$ cat src/design/wpps_pkg.sv
`timescale 1ns / 1ps
// Package for the weighted pick block: status codes and the fixed width
// of the running total. Used by the top level and its checker.
package wpps_pkg;

    localparam int TOTAL_BITS = 22;
    localparam logic [TOTAL_BITS-1:0] TOTAL_MAX = {TOTAL_BITS{1'b1}};
    localparam int RAND_BITS = 32;

    typedef enum logic [1:0] {
        STATUS_OK    = 2'd0,
        STATUS_FULL  = 2'd1,
        STATUS_EMPTY = 2'd2
    } status_t;

endpackage

$ cat src/design/wpps_prefix_ram.sv
`timescale 1ns / 1ps
// Prefix-sum table: one write port and one read port with registered data.
// No dependencies.
module wpps_prefix_ram #(
    parameter int DEPTH  = 64,
    parameter int ADDR_W = 6,
    parameter int DATA_W = 22
) (
    input  logic              clk,
    input  logic              wr_en,
    input  logic [ADDR_W-1:0] wr_addr,
    input  logic [DATA_W-1:0] wr_data,
    input  logic              rd_en,
    input  logic [ADDR_W-1:0] rd_addr,
    output logic [DATA_W-1:0] rd_data
);

    logic [DATA_W-1:0] mem [DEPTH];
    logic [DATA_W-1:0] rd_data_reg;

    always_ff @(posedge clk)
    begin
        if (wr_en)
        begin
            mem[wr_addr] <= wr_data;
        end
        if (rd_en)
        begin
            rd_data_reg <= mem[rd_addr];
        end
    end

    assign rd_data = rd_data_reg;

endmodule

$ cat src/design/weighted_pick_prefix_search.sv
`timescale 1ns / 1ps
// Weighted random pick over a table of appended weights, searched by prefix sum.
// Depends on wpps_pkg and wpps_prefix_ram.
//
// Usage:
//   The input channel (in_valid/in_ready) carries one transaction per item:
//   kind 0 appends weight (first clears the table beforehand), kind 1 picks
//   an index using random_fraction as a fraction of 2^32. The output channel
//   (out_valid/out_ready) returns exactly one transaction per item with the
//   picked index, running total, entry count and a status code.
//   A load, or a pick on an empty or zero-total table, shows its result
//   on the cycle after acceptance. A valid pick passes through the 32 x 22
//   scaling multiply (S_MUL), then a table read (S_READ) and a compare
//   (S_CMP) for each binary-search step; a final S_READ closes the search
//   and S_DONE loads the output register. The table has a single read
//   port, so the search probes one entry at a time.
//   One item is in work at a time; in_ready is high while the sequencer is
//   idle and the output register is free or being emptied.
//   Reset empties the table (count and total go to zero) and drops out_valid.
//   When the receiver stalls, the result holds in the output register and a
//   finished pick waits in its last state until the register frees.
module weighted_pick_prefix_search #(
    parameter int MAX_ENTRIES = 64,
    parameter int WEIGHT_BITS = 16
) (
    input  logic                                 clk,
    input  logic                                 rst_n,
    input  logic                                 in_valid,
    output logic                                 in_ready,
    input  logic                                 kind,
    input  logic                                 first,
    input  logic [WEIGHT_BITS-1:0]               weight,
    input  logic [wpps_pkg::RAND_BITS-1:0]       random_fraction,
    output logic                                 out_valid,
    input  logic                                 out_ready,
    output logic [$clog2(MAX_ENTRIES)-1:0]       picked_index,
    output logic [wpps_pkg::TOTAL_BITS-1:0]      total_weight,
    output logic [$clog2(MAX_ENTRIES+1)-1:0]     entry_count,
    output wpps_pkg::status_t                    status
);

    import wpps_pkg::*;

    localparam int IDX_W = $clog2(MAX_ENTRIES);
    localparam int CNT_W = $clog2(MAX_ENTRIES + 1);
    localparam int SUM_W = ((WEIGHT_BITS > TOTAL_BITS) ? WEIGHT_BITS : TOTAL_BITS) + 1;
    localparam int PROD_W = RAND_BITS + TOTAL_BITS;

    typedef enum logic [2:0] {
        S_IDLE,
        S_MUL,
        S_READ,
        S_CMP,
        S_DONE
    } state_t;

    state_t                 state_reg;
    logic [CNT_W-1:0]       count_reg;
    logic [TOTAL_BITS-1:0]  total_reg;
    logic [RAND_BITS-1:0]   rand_reg;
    logic [TOTAL_BITS-1:0]  target_reg;
    logic [IDX_W-1:0]       lo_reg;
    logic [IDX_W-1:0]       hi_reg;
    logic [IDX_W-1:0]       mid_reg;
    logic                   out_valid_reg;
    logic [IDX_W-1:0]       picked_reg;
    logic [TOTAL_BITS-1:0]  out_total_reg;
    logic [CNT_W-1:0]       out_count_reg;
    status_t                status_reg;

    logic                   in_fire;
    logic                   out_free;
    logic [CNT_W-1:0]       count_eff;
    logic [TOTAL_BITS-1:0]  total_eff;
    logic                   table_full;
    logic [SUM_W-1:0]       sum_wide;
    logic [TOTAL_BITS-1:0]  total_next;
    logic [CNT_W-1:0]       count_next;
    logic [PROD_W-1:0]      product;
    logic [IDX_W:0]         span;
    logic [IDX_W-1:0]       mid;
    logic                   search_more;
    logic                   ram_wr_en;
    logic                   ram_rd_en;
    logic [TOTAL_BITS-1:0]  ram_rd_data;

    assign out_free = !out_valid_reg || out_ready;
    assign in_ready = (state_reg == S_IDLE) && out_free;
    assign in_fire  = in_valid && in_ready;

    // A first flag restarts the table before this weight is appended.
    assign count_eff  = first ? '0 : count_reg;
    assign total_eff  = first ? '0 : total_reg;
    assign table_full = (count_eff == CNT_W'(MAX_ENTRIES));
    assign sum_wide   = SUM_W'(total_eff) + SUM_W'(weight);
    assign total_next = (sum_wide > SUM_W'(TOTAL_MAX)) ? TOTAL_MAX
                                                       : sum_wide[TOTAL_BITS-1:0];
    assign count_next = count_eff + CNT_W'(1);
    assign ram_wr_en  = in_fire && !kind && !table_full;

    assign product = PROD_W'(rand_reg) * PROD_W'(total_reg);

    // Upper-middle split so that lo always advances when the probe matches.
    assign span        = {1'b0, hi_reg} - {1'b0, lo_reg} + (IDX_W+1)'(1);
    assign mid         = lo_reg + span[IDX_W:1];
    assign search_more = (lo_reg < hi_reg);
    assign ram_rd_en   = (state_reg == S_READ) && search_more;

    wpps_prefix_ram #(
        .DEPTH  (MAX_ENTRIES),
        .ADDR_W (IDX_W),
        .DATA_W (TOTAL_BITS)
    ) u_ram (
        .clk     (clk),
        .wr_en   (ram_wr_en),
        .wr_addr (count_eff[IDX_W-1:0]),
        .wr_data (total_eff),
        .rd_en   (ram_rd_en),
        .rd_addr (mid),
        .rd_data (ram_rd_data)
    );

    always_ff @(posedge clk or negedge rst_n)
    begin
        if (!rst_n)
        begin
            state_reg     <= S_IDLE;
            count_reg     <= '0;
            total_reg     <= '0;
            rand_reg      <= '0;
            target_reg    <= '0;
            lo_reg        <= '0;
            hi_reg        <= '0;
            mid_reg       <= '0;
            out_valid_reg <= 1'b0;
            picked_reg    <= '0;
            out_total_reg <= '0;
            out_count_reg <= '0;
            status_reg    <= STATUS_OK;
        end
        else
        begin
            if (out_valid_reg && out_ready)
            begin
                out_valid_reg <= 1'b0;
            end
            unique case (state_reg)
                S_IDLE:
                begin
                    if (in_fire)
                    begin
                        if (!kind)
                        begin
                            out_valid_reg <= 1'b1;
                            picked_reg    <= '0;
                            if (table_full)
                            begin
                                count_reg     <= count_eff;
                                total_reg     <= total_eff;
                                out_count_reg <= count_eff;
                                out_total_reg <= total_eff;
                                status_reg    <= STATUS_FULL;
                            end
                            else
                            begin
                                count_reg     <= count_next;
                                total_reg     <= total_next;
                                out_count_reg <= count_next;
                                out_total_reg <= total_next;
                                status_reg    <= STATUS_OK;
                            end
                        end
                        else if (count_reg == '0 || total_reg == '0)
                        begin
                            out_valid_reg <= 1'b1;
                            picked_reg    <= '0;
                            out_count_reg <= count_reg;
                            out_total_reg <= total_reg;
                            status_reg    <= STATUS_EMPTY;
                        end
                        else
                        begin
                            rand_reg  <= random_fraction;
                            lo_reg    <= '0;
                            hi_reg    <= IDX_W'(count_reg - CNT_W'(1));
                            state_reg <= S_MUL;
                        end
                    end
                end
                S_MUL:
                begin
                    target_reg <= product[PROD_W-1:RAND_BITS];
                    state_reg  <= S_READ;
                end
                S_READ:
                begin
                    if (search_more)
                    begin
                        mid_reg   <= mid;
                        state_reg <= S_CMP;
                    end
                    else
                    begin
                        state_reg <= S_DONE;
                    end
                end
                S_CMP:
                begin
                    if (ram_rd_data <= target_reg)
                    begin
                        lo_reg <= mid_reg;
                    end
                    else
                    begin
                        hi_reg <= mid_reg - IDX_W'(1);
                    end
                    state_reg <= S_READ;
                end
                S_DONE:
                begin
                    if (out_free)
                    begin
                        out_valid_reg <= 1'b1;
                        picked_reg    <= lo_reg;
                        out_count_reg <= count_reg;
                        out_total_reg <= total_reg;
                        status_reg    <= STATUS_OK;
                        state_reg     <= S_IDLE;
                    end
                end
                default:
                begin
                    state_reg <= S_IDLE;
                end
            endcase
        end
    end

    assign out_valid    = out_valid_reg;
    assign picked_index = picked_reg;
    assign total_weight = out_total_reg;
    assign entry_count  = out_count_reg;
    assign status       = status_reg;

endmodule

$ cat config.mk
export PLATFORM = sky130hd
export DESIGN_NAME = weighted_pick_prefix_search
export DESIGN_NICKNAME = d
export VERILOG_FILES = /design/src/design/wpps_pkg.sv /design/src/design/wpps_prefix_ram.sv /design/src/design/weighted_pick_prefix_search.sv
export SDC_FILE = /design/constraint.sdc
export NUM_CORES = 2
export LEC_CHECK = 0
export ABC_AREA = 1
export BUFFER_PORTS_ARGS = -buffer_cell sky130_fd_sc_hd__buf_2
export CORE_ASPECT_RATIO = 0.5
export CORE_MARGIN = 4
export CORE_UTILIZATION = 35
export DETAILED_ROUTE_END_ITERATION = 10
export REMOVE_ABC_BUFFERS = 1
export SYNTH_ARGS = -nofsm -noshare
export SYNTH_HDL_FRONTEND = slang
export SYNTH_SLANG_ARGS = --single-unit
$ cat constraint.sdc
create_clock -name clk -period 11.5 [get_ports clk]
set_clock_uncertainty 0.1 [all_clocks]
set_input_delay 0.575 -clock clk [delete_from_list [all_inputs] [get_ports clk]]
set_output_delay 0.575 -clock clk [all_outputs]
set_load 0.05 [all_outputs]
Yosys cells after proc, flatten, opt, wreduce, memory -nomap -nowiden
Memory sizes are Yosys's and may differ from the RTL's. A register that Yosys moved wholly into a read port is not among the register bits.
Cells that the tools add are included.
{ "totals": {"ff_bits": 142, "input_bits": 54, "n_memories": 1, "elab_cells": 113, "mem_bits_rw": 1408, "out_inout_bits": 39} }
{ "memory_table": {"columns": ["memory", "words", "word_bits", "rd", "rd_clocked_by_memory_dff", "wr", "line_no", "rtl"], "rows": [
  ["u_ram.mem", 64, 22, 1, 1, 1, "wpps_prefix_ram.sv:18", "logic [DATA_W-1:0] mem [DEPTH];"]
]} }
{ "op_classes": {"addsub": 7, "order_cmp": 3, "muxes": 50, "multipliers": 1, "n_eq_ne": 12, "bitwise_logic": 2, "reduce_logical": 24} }
{ "op_table": {"columns": ["op", "count"], "rows": [
  ["$mux W22", 7],
  ["$mux W6", 12],
  ["$mul A32 B22 Y54", 1],
  ["$pmux W22 S2", 1],
  ["$mux W7", 6],
  ["$pmux W6 S2", 3],
  ["$add A22 B16 Y23", 1],
  ["$gt A23 B22 Y1 const B", 1],
  ["$le A22 B22 Y1", 1],
  ["$logic_not A22 Y1", 1],
  ["$mux W3", 5],
  ["$add A7 B1 Y7 const B", 2],
  ["$pmux W7 S2", 1],
  ["$ne A2 B2 Y1 const B", 6],
  ["$pmux W3 S4", 1],
  ["$reduce_and A4 Y1", 3],
  ["$sub A6 B1 Y6 const B", 2],
  ["$reduce_and A5 Y1", 2],
  ["$mux W1", 8],
  ["$mux W2", 4],
  ["$eq A7 B7 Y1 const B", 1],
  ["$logic_not A7 Y1", 1],
  ["$sub A6 B6 Y7", 1],
  ["$add A6 B6 Y6", 1],
  ["other kinds (16)", 27]
]} }

Longest topological paths before layout
{ "depth": {"ltp_word": 8, "ltp_mapped": 31, "mapped_depth_nobuf": 29} }

Hierarchy
From an unflattened synthesis, not the netlist that was laid out.
{ "hier_totals": {"hier_cells": 8969, "area_unflattened_um2": 89380.7} }
{ "by_module_without_submodules": {"columns": ["mod", "instances", "seq_area_each_um2", "area_each_um2", "cells_per_inst"], "rows": [
  ["wpps_prefix_ram", 1, 42941.2, 57433.8, 4800],
  ["weighted_pick_prefix_search", 1, 3553.4, 31946.9, 4169]
]} }

Least setup slack after synthesis
Ideal clock, no wire load.
{ "synth_timing": {"path_kind": "register -> register", "startpoint": "reg total_reg[7]", "endpoint": "reg target_reg[14]", "path_buffers": 2, "arrival_time_ps": 5851, "path_stages_with_launch": 26, "setup_ps": 133, "required_ps": 11267, "setup_slack_ps": 5417, "period_less_slack_ps": 6083, "path_cell_list": "dfrtp_1 -> clkbuf_1 -> clkbuf_1 -> nand2_1 -> fa_1 -> inv_1 -> fa_1 -> inv_1 -> fa_1 -> inv_1 -> fa_1 -> fa_1 -> fa_1 -> inv_1 -> fa_1 -> inv_1 -> ha_1 -> nand2_1 -> nor2_1 -> nand2_1 -> nor4_1 -> nand3_1 -> nand3_1 -> nand2_1 -> nand3_1 -> o21ai_0"} }
{ "synth_between": {"elab_chain_cells": 1} }
{ "synth_rtl": {"columns": ["item", "line_no", "rtl"], "rows": [
  ["start: declaration", "weighted_pick_prefix_search.sv:59", "logic [TOTAL_BITS-1:0] total_reg;"],
  ["start signal: assignment", "weighted_pick_prefix_search.sv:159", "total_reg <= total_eff;"],
  ["start signal: assignment", "weighted_pick_prefix_search.sv:167", "total_reg <= total_next;"],
  ["$mul A32 B22 Y54", "weighted_pick_prefix_search.sv:101", "assign product = PROD_W'(rand_reg) * PROD_W'(total_reg);"],
  ["end signal: assignment", "weighted_pick_prefix_search.sv:192", "target_reg <= product[PROD_W-1:RAND_BITS];"],
  ["end: declaration", "weighted_pick_prefix_search.sv:61", "logic [TOTAL_BITS-1:0] target_reg;"]
]} }
Every way passes these cells.
A chain may end at the register's enable or synchronous reset.

Worst setup path after layout
{ "layout_timing": {"startpoint": "reg rand_reg[15]", "endpoint": "reg target_reg[14]"} }
{ "layout_between": {"elab_chain_cells": 1} }
{ "layout_rtl": {"columns": ["item", "line_no", "rtl"], "rows": [
  ["start: declaration", "weighted_pick_prefix_search.sv:60", "logic [RAND_BITS-1:0] rand_reg;"],
  ["start signal: assignment", "weighted_pick_prefix_search.sv:183", "rand_reg <= random_fraction;"],
  ["$mul A32 B22 Y54", "weighted_pick_prefix_search.sv:101", null]
]} }
Every way passes these cells.

==> run_results.csv <==
group,metric,value,unit
clocking,cts_root_buf,"clkbuf_16",
synthesis,synth_area_leaders,"edfxtp_1, fa_1, nand2_1",
synthesis,yosysSeqAreaShare,0.530,
synthesis,synth_area_per_cell,10.5,µm²
setup_path,crit_slowest_cell,"dfrtp_1",
synthesis,syn-cell-area,0.0877,mm²
synthesis,yosys.area_share.simple,0.131,
synthesis,muxShareOfSynthArea,0,
placed_design,dp_hpwl,152000,µm
placed_design,port_buffers,92,
clocking,postCtsSetupBuffers,0,
floorplanning,io_pins,93,
sta,finalCritPeriodShare,0.625,
placed_design,place_inst,11400,
clocking,htree_levels,4,
floorplanning,rows,129,
floorplanning,die_h,362,µm
cells_and_area,layout_commonest_cell,"edfxtp_1",
sta,fin_crit,7190,ps
routing,dr.pass1.iters,5,
routing,drcViolationCount,0,
clocking,insertion_delay,840,ps
cells_and_area,largest_reg_flops,1408,
sta,max_freq,0.139,GHz
routing,first_iter_violations,6531,
setup_path,crit_path_end_kind,"register",
routing,ant_nets,0,
synthesis,synth_top_area_share,0.490,
setup_path,required,12000,ps
sta,hold_viol_final,0,
clocking,clock_path_buffers,4,
setup_path,timing.rr.end,"target_reg[14]",
cells_and_area,num-nets-final,9160,
synthesis,synth_top_family_by_area,"adder cells",
grt,grt_util_all_layers,0.192,
cells_and_area,most-common-layout-cells,"edfxtp_1, nand2_1, inv_1",
setup_path,crit_fanout,23,
synthesis,synth_ff_type,"edfxtp_1",
grt,grt_overflow,0,
worst_hold_path,holdCritPathClass,"in -> reg",
synthesis,yosys.area_share.adder,0.169,
floorplanning,start_util,0.353,
floorplanning,core_area,0.248,mm²
setup_path,crit_arrival,7690,ps
setup_path,path_class,"reg -> reg",
setup_path,critPathBufInv,3,
clocking,cts.clk_slew.worst_paths,60,ps
setup_path,rr_worst_depth,21,
grt,grt_pass1_wl,382000,µm
synthesis,synth.largest_area_cell,"edfxtp_1",
synthesis,ys_warn_count,0,
synthesis,synthXorXnorAreaFrac,0.00265,
routing,wire_per_inst,21.5,µm
synthesis,yosys_register_bits,1572,
setup_path,cp_common_cell,"fa_1",
setup_path,max_stage_delay,1060,ps
floorplanning,die_x,716,µm
synthesis,synth_edf_count,1430,
grt,grt_max_degree,205,
setup_path,timing.rr.start,"rand_reg[15]",
routing,drt-total-wl,252000,µm
sta,rsz0062_at_grt,"no",
placed_design,routabilityCongestion,0.917,
synthesis,async_flop_share,0.0903,
worst_hold_path,min_to,"out_valid",
synthesis,synth-compound-area-share,0.0976,
clocking,cts.sinks,1572,
routing,num_vias,61200,
sta,slew_viol_final,0,
setup_path,critPathTopFamily,"adder cells",
run_status,outcome,"finished, final reports clean",
floorplanning,dieArea,0.259,mm²
synthesis,yosysUniqueCellTypes,50,
setup_path,r2r_setup_slack,4310,ps
sta,worst_slew_pin_slew,1160,ps
cells_and_area,areaGrowthSynthToFinish,10.7,%
clocking,cts_buffers,160,
clocking,cts_tree,"yes",
worst_hold_path,min_path_cells,3,
sta,setup_viol,0,
worst_hold_path,min-delay-start,"in_valid",
synthesis,syn_inst,8325,
grt,grt_pass1_vias,60200,
grt,antenna_found_initial,7,
setup_path,path_cells,"nand2_1 > fa_1 > inv_1 > fa_1 > fa_1 > fa_1 > fa_1 > fa_1 > inv_1 > fa_1 > inv_1 > ha_1 > nand2_1 > nor2_1 > nand2_1 > nor4_1 > nand3_1 > nand3_1 > nand2_1 > nand3_1 > o21ai_0",
cells_and_area,layout.cells.non_filler,11700,
cells_and_area,drive_gt1_frac,0.0704,
sta,relSlewSlack,0.228,
routing,vias_per_cell,5.22,
job,drv_cap,0,
setup_path,start_kind,"register",
## synthesized netlist by cell type (all sizes together) (99+ instances only)
cell and number:
a21oi 135, buf 99, clkbuf 390, dfrtp 142, edfxtp 1430, fa 600, ha 227, inv 1081
nand2 1376, nand3 335, nor2 1075, o211ai 134, o21ai 921, o221ai 220
## layout make-up
type / instances / area [µm²]
antenna: 1 / 2.50
clock buffer: 200 / 4200
sequential: 1572 / 46500
tap: 3340 / 4180
clock inverter: 65 / 472
inverter: 1085 / 4090
timing repair buffer: 281 / 2060
fill: 24100 / 151000
multi-input combinational: 5179 / 35600
## through the flow
step | hold slack (ps) | setup slack (ps) | setup TNS, ps | instance area [µm²] | util
3_5_place_dp | 360 | 4520 | 0 | 92100 | 0.371
5_1_grt | 28.4 | 3970 | 0 | 97100 | 0.391
2_1_floorplan | 179 | -16020 | -367680 | 85700 | -
6_report | 38.0 | 4310 | 0 | 97100 | 0.391
4_1_cts | 7.53 | 4380 | 0 | 97100 | 0.391
3_3_place_gp | 360 | 4520 | 0 | 92100 | 0.371
## layer usage
layer  global-route usage  vias up  part of all wire
met5                    0        -          0.000036
met2                0.312     2398              0.47
li1                     -    27700                 -
met1                0.271    30600              0.43
met4               0.0571        2             0.030
met3               0.0240      380             0.071
## how the worst max path moves through the flow
stage / from / endpoint / slack, ps / cells after the start
after floorplan: lo_reg[0] / u_ram.rd_data[0] / -16020 / 11
after global placement: rand_reg[22] / target_reg[20] / 4520 / 19
after detailed placement: rand_reg[22] / target_reg[14] / 4520 / 21
after CTS: rand_reg[22] / target_reg[14] / 4380 / 21
after global routing: rand_reg[22] / target_reg[14] / 3970 / 21
final: rand_reg[15] / target_reg[14] / 4310 / 21
## timing repair
action                    in CTS  in global routing
hold buffers                  33                  0
gates resized for setup        0                  0
hold endpoints to repair     130                  0
## worst register-to-register path, delay by kind of cell, from the launching register on
| kind | cells | cell delay [ps] |
|---|---|---|
| compound gates | 1 | 80 |
| fa+ha+maj | 8 | 3850 |
| buf+inv | 3 | 150 |
| flops | 1 | 1060 |
| simple gates | 9 | 1740 |
## kinds of logic (layout without fill, tap and decap cells)
family | count (synthesis) | count (layout)
simple gates | 2872 | 2872
buf+inv | 1574 | 1631
flops | 1572 | 1572
compound gates | 1456 | 1456
fa+ha+maj | 827 | 827
xor+xnor | 24 | 24
other cells | 0 | 1
Power is not shown: default switching activity piles up to over one toggle a cycle in this logic, so the estimate is an artifact.
